**src/sv/bst_pkg.sv**
```systemverilog
// ----------------------------------------------------------------------------
// bst_pkg
// Constants, codes and control types shared by the set table modules.
// ----------------------------------------------------------------------------
package bst_pkg;

	// Table size and stored value width.
	localparam int CAPACITY    = 16;
	localparam int VALUE_WIDTH = 32;
	localparam int IDX_W       = (CAPACITY > 1) ? $clog2(CAPACITY) : 1;
	localparam int CNT_W       = $clog2(CAPACITY + 1);

	// Port field widths.
	localparam int CMD_W     = 3;
	localparam int PORT_VAL_W = 32;
	localparam int POS_W     = 4;
	localparam int COUNT_W   = 5;

	// Command codes.
	localparam logic [CMD_W-1:0] CMD_INSERT   = 3'd0;
	localparam logic [CMD_W-1:0] CMD_REMOVE   = 3'd1;
	localparam logic [CMD_W-1:0] CMD_CONTAINS = 3'd2;
	localparam logic [CMD_W-1:0] CMD_CLEAR    = 3'd3;
	localparam logic [CMD_W-1:0] CMD_LIST     = 3'd4;

	typedef logic [VALUE_WIDTH-1:0] val_t;
	typedef logic [IDX_W-1:0]       idx_t;
	typedef logic [CNT_W-1:0]       cnt_t;

	// Commands from the controller to the datapath.
	typedef struct packed {
		logic load;
		logic exec;
		logic rank;
		logic emit;
	} dp_cmd_t;

	// Status from the datapath to the controller.
	typedef struct packed {
		logic list_run;
		logic k_last;
	} dp_stat_t;

endpackage

```
**src/sv/bst_ctrl.sv**
```systemverilog
// ----------------------------------------------------------------------------
// bst_ctrl
// Sequencer for the set table: accept, execute, rank pass and list pass.
// ----------------------------------------------------------------------------
module bst_ctrl (
	input  logic              clk,
	input  logic              arst_n,
	input  logic              start,
	input  bst_pkg::dp_stat_t stat,
	output bst_pkg::dp_cmd_t  cmd,
	output logic              busy
);

	localparam logic [1:0] ST_IDLE = 2'd0;
	localparam logic [1:0] ST_EXEC = 2'd1;
	localparam logic [1:0] ST_RANK = 2'd2;
	localparam logic [1:0] ST_EMIT = 2'd3;

	logic [1:0] state_q;
	logic [1:0] state_d;

	// Next state and datapath commands.
	always_comb begin
		state_d = state_q;
		cmd     = '0;
		unique case (state_q)
			ST_IDLE: begin
				if (start) begin
					cmd.load = 1'b1;
					state_d  = ST_EXEC;
				end
			end
			ST_EXEC: begin
				cmd.exec = 1'b1;
				state_d  = stat.list_run ? ST_RANK : ST_IDLE;
			end
			ST_RANK: begin
				cmd.rank = 1'b1;
				if (stat.k_last) begin
					state_d = ST_EMIT;
				end
			end
			ST_EMIT: begin
				cmd.emit = 1'b1;
				if (stat.k_last) begin
					state_d = ST_IDLE;
				end
			end
			default: begin
				state_d = ST_IDLE;
			end
		endcase
	end

	// State register.
	always_ff @(posedge clk or negedge arst_n) begin
		if (!arst_n) begin
			state_q <= ST_IDLE;
		end else begin
			state_q <= state_d;
		end
	end

	assign busy = (state_q != ST_IDLE);

endmodule

```
**src/sv/bst_dp.sv**
```systemverilog
// ----------------------------------------------------------------------------
// bst_dp
// Set table datapath: entry registers, parallel lookup, remove shift,
// rank computation for ordered listing and the result registers.
// ----------------------------------------------------------------------------
module bst_dp (
	input  logic                            clk,
	input  logic                            arst_n,
	input  bst_pkg::dp_cmd_t                cmd,
	input  logic [bst_pkg::CMD_W-1:0]       command,
	input  logic [bst_pkg::PORT_VAL_W-1:0]  value,
	output bst_pkg::dp_stat_t               stat,
	output logic                            strobe,
	output logic                            found,
	output logic [bst_pkg::POS_W-1:0]       position,
	output logic [bst_pkg::COUNT_W-1:0]     count,
	output logic                            full_refused,
	output logic [bst_pkg::PORT_VAL_W-1:0]  element,
	output logic                            last
);

	localparam int CAP = bst_pkg::CAPACITY;

	// Latched word and table state.
	logic [bst_pkg::CMD_W-1:0] cmd_q;
	bst_pkg::val_t             val_q;
	bst_pkg::val_t             entry_q [CAP];
	bst_pkg::idx_t             rank_q  [CAP];
	bst_pkg::cnt_t             count_q;
	bst_pkg::idx_t             k_q;

	// Lookup and ordering signals.
	logic [CAP-1:0]  match;
	logic [CAP-1:0]  less;
	logic [CAP-1:0]  pick;
	logic            hit;
	bst_pkg::idx_t   hit_pos;
	logic            full;
	logic            k_last;
	bst_pkg::val_t   rank_sel;
	bst_pkg::idx_t   rank_val;
	bst_pkg::val_t   emit_sel;

	// Next result values.
	logic                   o_strobe;
	logic                   o_found;
	bst_pkg::idx_t          o_pos;
	bst_pkg::cnt_t          o_count;
	logic                   o_refused;
	bst_pkg::val_t          o_elem;
	logic                   o_last;

	// Parallel compare of the word against every live entry; entries are distinct.
	always_comb begin
		hit_pos = '0;
		for (int i = 0; i < CAP; i++) begin
			match[i] = (bst_pkg::CNT_W'(i) < count_q) && (entry_q[i] == val_q);
			if (match[i]) begin
				hit_pos = hit_pos | bst_pkg::IDX_W'(i);
			end
		end
		hit = |match;
	end

	assign full   = (count_q == bst_pkg::CNT_W'(CAP));
	assign k_last = ((bst_pkg::CNT_W'(k_q) + bst_pkg::CNT_W'(1)) == count_q);

	assign stat.list_run = (cmd_q == bst_pkg::CMD_LIST) && (count_q != '0);
	assign stat.k_last   = k_last;

	// Rank of entry k: how many live entries are smaller than it.
	assign rank_sel = entry_q[k_q];
	always_comb begin
		for (int j = 0; j < CAP; j++) begin
			less[j] = (bst_pkg::CNT_W'(j) < count_q) && (entry_q[j] < rank_sel);
		end
		rank_val = bst_pkg::IDX_W'($countones(less));
	end

	// Entry whose rank equals k is the k-th smallest.
	always_comb begin
		emit_sel = '0;
		for (int i = 0; i < CAP; i++) begin
			pick[i] = (bst_pkg::CNT_W'(i) < count_q) && (rank_q[i] == k_q);
			if (pick[i]) begin
				emit_sel = emit_sel | entry_q[i];
			end
		end
	end

	// Input word capture.
	always_ff @(posedge clk) begin
		if (cmd.load) begin
			cmd_q <= command;
			val_q <= bst_pkg::VALUE_WIDTH'(value);
		end
	end

	// Entry storage: append on insert, close the gap on remove.
	always_ff @(posedge clk) begin
		if (cmd.exec) begin
			if (cmd_q == bst_pkg::CMD_INSERT && !hit && !full) begin
				entry_q[count_q[bst_pkg::IDX_W-1:0]] <= val_q;
			end else if (cmd_q == bst_pkg::CMD_REMOVE && hit) begin
				for (int i = 0; i < CAP - 1; i++) begin
					if (bst_pkg::IDX_W'(i) >= hit_pos) begin
						entry_q[i] <= entry_q[i + 1];
					end
				end
			end
		end
	end

	// Rank storage, one entry per cycle of the rank pass.
	always_ff @(posedge clk) begin
		if (cmd.rank) begin
			rank_q[k_q] <= rank_val;
		end
	end

	// Element count and pass counter.
	always_ff @(posedge clk or negedge arst_n) begin
		if (!arst_n) begin
			count_q <= '0;
			k_q     <= '0;
		end else begin
			if (cmd.exec) begin
				k_q <= '0;
				unique case (cmd_q)
					bst_pkg::CMD_INSERT: begin
						if (!hit && !full) begin
							count_q <= count_q + bst_pkg::CNT_W'(1);
						end
					end
					bst_pkg::CMD_REMOVE: begin
						if (hit) begin
							count_q <= count_q - bst_pkg::CNT_W'(1);
						end
					end
					bst_pkg::CMD_CLEAR: begin
						count_q <= '0;
					end
					default: begin
					end
				endcase
			end else if (cmd.rank || cmd.emit) begin
				k_q <= k_last ? '0 : k_q + bst_pkg::IDX_W'(1);
			end
		end
	end

	// Result word for the current cycle.
	always_comb begin
		o_strobe  = 1'b0;
		o_found   = 1'b0;
		o_pos     = '0;
		o_count   = count_q;
		o_refused = 1'b0;
		o_elem    = '0;
		o_last    = 1'b1;
		if (cmd.exec) begin
			unique case (cmd_q)
				bst_pkg::CMD_INSERT: begin
					o_strobe = 1'b1;
					if (hit) begin
						o_found = 1'b1;
						o_pos   = hit_pos;
					end else if (full) begin
						o_refused = 1'b1;
					end else begin
						o_count = count_q + bst_pkg::CNT_W'(1);
					end
				end
				bst_pkg::CMD_REMOVE: begin
					o_strobe = 1'b1;
					if (hit) begin
						o_found = 1'b1;
						o_pos   = hit_pos;
						o_count = count_q - bst_pkg::CNT_W'(1);
					end
				end
				bst_pkg::CMD_CONTAINS: begin
					o_strobe = 1'b1;
					o_found  = hit;
					o_pos    = hit ? hit_pos : '0;
				end
				bst_pkg::CMD_CLEAR: begin
					o_strobe = 1'b1;
					o_count  = '0;
				end
				bst_pkg::CMD_LIST: begin
					// Only an empty set answers here; otherwise the passes follow.
					o_strobe = (count_q == '0);
				end
				default: begin
					o_strobe = 1'b1;
				end
			endcase
		end else if (cmd.emit) begin
			o_strobe = 1'b1;
			o_elem   = emit_sel;
			o_last   = k_last;
		end
	end

	// Result registers.
	always_ff @(posedge clk or negedge arst_n) begin
		if (!arst_n) begin
			strobe <= 1'b0;
		end else begin
			strobe <= o_strobe;
		end
	end

	always_ff @(posedge clk) begin
		found        <= o_found;
		position     <= bst_pkg::POS_W'(o_pos);
		count        <= bst_pkg::COUNT_W'(o_count);
		full_refused <= o_refused;
		element      <= bst_pkg::PORT_VAL_W'(o_elem);
		last         <= o_last;
	end

endmodule

```
**src/sv/bounded_set_table.sv**
```systemverilog
// ----------------------------------------------------------------------------
// bounded_set_table
// Set of distinct values in a sixteen-entry table kept in insertion order.
//
// A word is taken at a rising edge where start is high and busy is low; it
// carries command (insert, remove, contains, clear, list) and value. Results
// leave on found, position, count, full_refused, element and last, each for
// exactly one cycle marked by strobe; the receiver cannot hold them off.
// Insert, remove, contains, clear and unused codes give one result: the word
// is latched, executed and its result registered. Busy is high while it
// executes, so a new word can be taken while that result is out. Lookup
// compares all entries in parallel. List runs a rank pass over the n live
// entries, one entry ranked per cycle, then emits n results in ascending
// order on consecutive cycles, the final one with last set. An empty list
// gives one result at once. Reset empties the set, not the entry registers.
// ----------------------------------------------------------------------------
module bounded_set_table (
	input  logic                           clk,
	input  logic                           arst_n,
	input  logic                           start,
	output logic                           busy,
	input  logic [bst_pkg::CMD_W-1:0]      command,
	input  logic [bst_pkg::PORT_VAL_W-1:0] value,
	output logic                           strobe,
	output logic                           found,
	output logic [bst_pkg::POS_W-1:0]      position,
	output logic [bst_pkg::COUNT_W-1:0]    count,
	output logic                           full_refused,
	output logic [bst_pkg::PORT_VAL_W-1:0] element,
	output logic                           last
);

	bst_pkg::dp_cmd_t  dp_cmd;
	bst_pkg::dp_stat_t dp_stat;

	// Controller.
	bst_ctrl u_ctrl (
		.clk    (clk),
		.arst_n (arst_n),
		.start  (start),
		.stat   (dp_stat),
		.cmd    (dp_cmd),
		.busy   (busy)
	);

	// Datapath.
	bst_dp u_dp (
		.clk          (clk),
		.arst_n       (arst_n),
		.cmd          (dp_cmd),
		.command      (command),
		.value        (value),
		.stat         (dp_stat),
		.strobe       (strobe),
		.found        (found),
		.position     (position),
		.count        (count),
		.full_refused (full_refused),
		.element      (element),
		.last         (last)
	);

endmodule

```
**config.mk**
```make
export PLATFORM = sky130hd
export DESIGN_NAME = bounded_set_table
export DESIGN_NICKNAME = d
export VERILOG_FILES = /design/src/sv/bst_pkg.sv /design/src/sv/bst_ctrl.sv /design/src/sv/bst_dp.sv /design/src/sv/bounded_set_table.sv
export SDC_FILE = /design/constraint.sdc
export NUM_CORES = 2
export LEC_CHECK = 0
export ABC_AREA = 1
export BUFFER_PORTS_ARGS = -buffer_cell sky130_fd_sc_hd__buf_2
export CAP_MARGIN = 10
export CORE_MARGIN = 3
export CORE_UTILIZATION = 30
export CTS_BUF_LIST = sky130_fd_sc_hd__clkbuf_4 sky130_fd_sc_hd__clkbuf_8 sky130_fd_sc_hd__clkbuf_16
export DETAILED_ROUTE_END_ITERATION = 10
export PLACE_DENSITY = 0.49
export REMOVE_ABC_BUFFERS = 1
export SLEW_MARGIN = 20
export SYNTH_ARGS = -nofsm -noshare
export SYNTH_HDL_FRONTEND = slang
export SYNTH_SLANG_ARGS = --single-unit
```
**constraint.sdc**
```tcl
create_clock -name clk -period 25.8 [get_ports clk]
set_input_delay 5.16 -clock clk [delete_from_list [all_inputs] [get_ports clk]]
set_output_delay 5.16 -clock clk [all_outputs]
set_load 0.01 [all_outputs]
```
After elaboration in Yosys (flattened, before gate mapping)
Memory sizes are Yosys's and may differ from the RTL's. Cells that the tools add are included.

Register bits after elaboration: 91. Bits in latches: 0. RAM bits: 576. ROM bits: 0. Bits of input ports: 38. Output and inout port bits: 46. Logic and storage cells: 355. Memories kept: 2.

Add/subtract/negate cells: 19. Multipliers: 0. Divide/modulo/power cells: 0. Magnitude comparators: 47. Equal/unequal tests: 45. Shift operators: 0. Muxes and demuxes: 140. Bitwise logic cells: 18. Reduce and logical (&&, ||, !) cells: 72.

Memory list: u_dp.entry_q (depth 16, bits a word 32, read ports 17, clocked after Yosys merged registers in 0, wr ports 15, RTL line bst_dp.sv:27) `bst_pkg::val_t entry_q [CAP];`; u_dp.rank_q (depth 16, bits a word 4, read ports 16, clocked after Yosys merged registers in 0, wr ports 1, RTL line bst_dp.sv:28) `bst_pkg::idx_t rank_q [CAP];`.

Operators by type and width (count): $mux W32 (17); $eq A32 B32 Y1 (16); $lt A32 B32 Y1 (16); $or A32 B32 Y32 (15); $mux W1 (92); $eq A4 B4 Y1 (16); $logic_and A1 B1 Y1 (53); $mux W4 (12); $lt A4 B5 Y1 const A (8); $reduce_or A32 Y1 (1); $pmux W5 S3 (2); $add A4 B4 Y4 (7); $ge A4 B4 Y1 const A (7); $mux W5 (5); $lt A3 B5 Y1 const A (4); $reduce_or A18 Y1 (1); $add A1 B1 Y2 (8); $ge A3 B4 Y1 const A (4); $reduce_or A16 Y1 (1); $mux W2 (6); $mux W3 (4); $lt A1 B5 Y1 const A (2); $lt A2 B5 Y1 const A (2); $reduce_and A3 Y1 (3); 28 further kinds (39).

Depth between registers and ports, before layout
An unclocked memory read counts as a cell.

Word-level depth: 34. Gate-level depth with buffers: 33. Gate-level depth less buffers: 30.

By module
Synthesis repeated with hierarchy kept, for this count alone.

Cells, all modules: 8136. Area, all modules: 58244.6 um^2.

Modules (own cells, without submodules): bst_dp (times used 1, cells each 8117, area an instance 58123.2 um^2, seq. area each 19478.7 um^2); bst_ctrl (times used 1, cells each 19, area an instance 121.4 um^2, seq. area each 50.0 um^2).

Least setup slack after synthesis
OpenSTA, ideal clock, no wires.

Path kind: flip-flop to flip-flop. Start: reg u_dp.k_q[0]. End: mem u_dp.rank_q[0][3] (netlist bit), data pin. Library setup time: 0.289 ns. Data arrival time: 8.796 ns. Data required time: 25.511 ns. Slack: 16.715 ns. Cell stages (with the launch flop): 29. Path buffers: 5. Period minus slack after synthesis: 9.085 ns. Cells stage by stage: dfrtp_1 buf_2 buf_2 buf_2 clkbuf_1 clkbuf_1 a21oi_1 o21ai_0 a21oi_1 a2111oi_0 ha_1 a21oi_1 nor2_1 a211oi_1 o221ai_1 a211o_1 a21oi_1 ha_1 fa_1 fa_1 fa_1 inv_1 fa_1 inv_1 ha_1 inv_1 fa_1 xnor2_1 xor2_1.

Cells in the longest elaborated chain, start to end: 7. Elaborated cells between the ends (all ways): 48. Classes of those cells: add/sub (15); order compare (16); reduce/logical (16); memory (1).

Ends and longest elaborated chain: from (decl) (RTL line bst_dp.sv:30) `bst_pkg::idx_t k_q;`; from (signal assigned) (RTL line bst_dp.sv:147) `k_q <= k_last ? '0 : k_q + bst_pkg::IDX_W'(1);`; $mem_v2 Z16 W32 *; $lt A32 B32 Y1 (RTL line bst_dp.sv:75) `less[j] = (bst_pkg::CNT_W'(j) < count_q) && (entry_q[j] < rank_sel);`; $logic_and A1 B1 Y1 (RTL line bst_dp.sv:75); $add A1 B1 Y2 (not written as such) (RTL line bst_dp.sv:77) `rank_val = bst_pkg::IDX_W'($countones(less));`; $add A4 B4 Y4 (not written as such) (2 in a row) (RTL line bst_dp.sv:77); $add A4 B4 Y4 (not written as such) * (RTL line bst_dp.sv:77); named net u_dp.rank_val[3] (RTL line bst_dp.sv:41) `bst_pkg::idx_t rank_val;`; to (decl) (RTL line bst_dp.sv:28).

The timed path passes the listed nets; every way through them passes the cells marked *.

Worst setup path in the final report
Start: reg u_dp.k_q[0]. End: mem u_dp.rank_q[2][2] (netlist bit), data pin.

Same word-level chain as after synthesis.

==> results.md <==
* Status: finished clean
* CP Data Required Time at between 20 and 30 ns
* Synthesized instance count at 7,664
* Reg-to-reg startpoint: u_dp.k_q[0]$_DFFE_PN0N_
* GRT busiest layer: met2
* Cts repair resizes at 0
* Final min period at around 9.4 ns
* Hold Path End: u_dp.last$_SDFF_PP1_
* Area grow syn2layout at 12.7%
* Placer Congestion at roughly 1.1
* Worst-Skew Late Latency at 0.78 ns
* Grt ovf at 0
* Post-route antenna net violation count at 0
* First-pass GRT wire length at around 480,000 microns
* P_int at a little under 4 mW
* Clk buf depth at 3
* Die W at ~440 microns
* Worst IR Drop VDD at ~0.32 mV
* CP Launch Type: register
* Final Cycle Share at between 30 and 40%
* Fin. Hold Viols at 0
* Port Buf Inserts at a little over 80
* DP Wirelength at 293,000 microns
* # clock sinks at 667
* CP arrival at approximately 9.9 ns
* DIE AREA at 193,000 sq um
* Combinational power share at about three fifths
* Area contributors post-synth: edfxtp_1 (33%), nand2_1 (14%), ha_1 (11%), o21ai_0 (6.6%), a21oi_1 (5.2%)
* Core ar. at approximately 190,000 sq um
* DRC viols at 0
* CTS tree: done
* R2R depth at 27
* Worst Hold Depth at 1
* Total CTS buffers at 93
* Synth Flop Type: edfxtp_1
* Vias in the first global route at approximately 55,000
* Global routing usage on met3 at under 10%
* Sequential fraction of the synthesis area at about a third
* Avg Cell Area, Syn at 7.36 sq um
* Switch Pwr at between 4 and 5 mW
* Pwr/cell area at about 130 nW/um^2
* Synth top area share at approximately 33%
* Antenna violations before repair at 11
* Met2 usage at 52.3%
* Ys Warns at 0
* Sequential share of power at a little over a fifth
* Clk slew on worst S/H paths at about 0.060 ns
* Yosys top cell by area: edfxtp_1
* Tightest Pin Transition at between 1 and 1.5 ns
* Slew Viols, Final at 0
* Postcts setup bufs at 0
* R2R Setup Slk at about 16 ns
* Placed inst area at around 60,000 sq um
* Distinct cells, synth at 58
* Critical R2R Capture: u_dp.rank_q[2][2]$_DFFE_PP_
* Hold Buf Count CTS at 0
* Slowest cell on crit path: buf_4
* H-tree Lvls at 3
* Drt via density at 5.96
* Slew margin rel. at a little under a fifth
* Setup CP Type: register to register
* Root buffer cell: clkbuf_16
* Share of cells above drive strength 1 at 7.39%
* # fillers at between 15,000 and 20,000
* Grt met1 use at between 40% and 50%
* Ys async rst share at about 1.8%
* Final setup fails at 0
* Sw frac at 52.0%
* Top Ports at 84
* Nets at about 8,200
* Proportion of power drawn by the clock network at 17.9%
* Most common cell in the netlist: nand2_1
* Drt first pass iters at 7
* Hold crit path type: register to register
* Max-cap viol count at 0
* Final TNS setup at 0 ns
* Post-synth EDFFs at between 600 and 700
* Mapped cell area at ~56,000 sq um
* Hold Crit Start: u_ctrl.state_q[0]$_DFFE_PN0P_
* Row cnt at ~160
* Starting Density at between 30% and 40%
* CP peak stage delay at ~0.84 ns
* Largest net degree at the start of global routing at 107
* Wirelength per Cell at roughly 36 microns
* RSZ-0062 raised after global routing: false
* Die height at approximately 440 microns
* Setup crit end kind: register
* Clk_skew at 0.0409 ns
* Seq cells post-synth at approximately 670
* Initial drt markers at ~9,400
* Commonest cells post-synth: nand2_1 (2,176), o21ai_0 (739), inv_1 (636)
* Post-route cell area at ~64,000 sq um
* Total Wirelength at around 370,000 microns
* Via Count at about 60,000
* Tot GR Track Use at between 30% and 40%
* CP max FO at 82
* Highest Clock Rate at ~0.11 GHz
* CP dominant cell by count: inv_1
* Leak pwr at 27.7 nW
==> flip-flops by register name, summed over array words and instances (netlist names), named ones only <==
| register | cells |
|---|---|
| u_dp.strobe | 1 |
| u_dp.last | 1 |
| u_dp.found | 1 |
| u_dp.entry_q | 512 |
| u_dp.val_q | 32 |
| u_dp.count | 5 |
| u_dp.full_refused | 1 |
| u_dp.cmd_q | 3 |
| u_ctrl.state_q | 1 |
| u_dp.count_q | 5 |
| u_dp.rank_q | 64 |
| u_dp.position | 4 |
| u_dp.k_q | 4 |
| u_dp.element | 32 |
==> power by group through the flow <==
stage	clock, mW	sequential [mW]	combinational [mW]
floorplan	0	1.83	2.50
global placement	0	1.78	4.71
detailed placement	0	1.78	4.74
CTS	1.46	1.76	4.75
global route	1.50	1.76	5.24
finish	1.45	1.76	4.91
==> cell usage in the layout, fill, tap and decap left out, types with 121 or more instances in the layout <==
master / netlist / final
a21oi_1: 583 / 582
buf_4: 15 / 225
edfxtp_1: 611 / 611
ha_1: 516 / 516
inv_1: 636 / 634
nand2_1: 2176 / 2159
nand3_1: 248 / 247
nand4_1: 217 / 217
nor2_1: 634 / 632
o21ai_0: 739 / 734
o22ai_1: 148 / 148
xnor2_1: 138 / 138
xor2_1: 121 / 121
==> final cells by class <==
class | instances | area (sq um) | share of cell area [%]
Multi-Input combinational cell | 5941 | 33000 | 52.0
Sequential cell | 667 | 19500 | 30.7
Tap cell | 2480 | 3100 | 4.88
Clock buffer | 122 | 2660 | 4.19
Inverter | 656 | 2470 | 3.89
Timing Repair Buffer | 309 | 2120 | 3.34
Clock inverter | 50 | 611 | 0.960
Antenna cell | 10 | 25.0 | 0.0394
==> metrics by stage <==
stage / utilization (%) / setup slack [ns] / std cells / hold slack (ns) / power, mW
2_1_floorplan: - / 8.10 / 7264 / 0.478 / 4.33
3_3_place_gp: 32.4 / 16.68 / 10053 / 0.516 / 6.50
3_5_place_dp: 32.4 / 16.73 / 10053 / 0.517 / 6.52
4_1_cts: 34.1 / 16.68 / 10225 / 0.528 / 7.98
5_1_grt: 34.1 / 16.10 / 10227 / 0.538 / 8.50
6_report: 34.1 / 16.37 / 10235 / 0.523 / 8.13
==> critical path, delay by kind of cell, from the launching register on <==
| family | cells | cell delay (ns) |
|---|---|---|
| and+or+nand+nor | 3 | 0.29 |
| DFF | 1 | 0.81 |
| AOI/OAI and AO/OA | 7 | 2.23 |
| adders and majority gates | 8 | 3.12 |
| buffers and inverters | 9 | 2.47 |
==> per-layer routing <==
layer	up-vias	part of all wire [%]
met1	29764	41
li1	26441	-
met4	4	7.9
met3	749	11
met5	-	0.0079
met2	4080	41
==> kinds of logic (layout without fill, tap and decap cells) <==
group                    count (synthesis)  after routing  share of synthesized area [%]
AO/OA/AOI/OAI                         1709           1709                           16.8
XOR/XNOR                               259            259                           4.02
adder cells (fa/ha/maj)                527            527                           11.8
buffers and inverters                 1056           1137                           7.45
flip-flops                             667            667                           34.6
other                                    0             10                              0
AND/OR/NAND/NOR                       3446           3446                           25.2
==> worst max-delay path by stage <==
stage                       startpoint                            to  slack [ns]  cells after the start
2_1_floorplan  u_dp.k_q[0]$_DFFE_PN0N_   u_dp.rank_q[0][3]$_DFFE_PP_        8.10                     23
3_3_place_gp   u_dp.k_q[0]$_DFFE_PN0N_   u_dp.rank_q[0][2]$_DFFE_PP_       16.68                     27
3_5_place_dp   u_dp.k_q[1]$_DFFE_PN0N_   u_dp.rank_q[0][2]$_DFFE_PP_       16.73                     26
4_1_cts        u_dp.k_q[1]$_DFFE_PN0N_  u_dp.rank_q[10][2]$_DFFE_PP_       16.68                     26
5_1_grt        u_dp.k_q[0]$_DFFE_PN0N_   u_dp.rank_q[3][3]$_DFFE_PP_       16.10                     30
6_report       u_dp.k_q[0]$_DFFE_PN0N_   u_dp.rank_q[2][2]$_DFFE_PP_       16.37                     27
(Power assumes the default switching activity.)
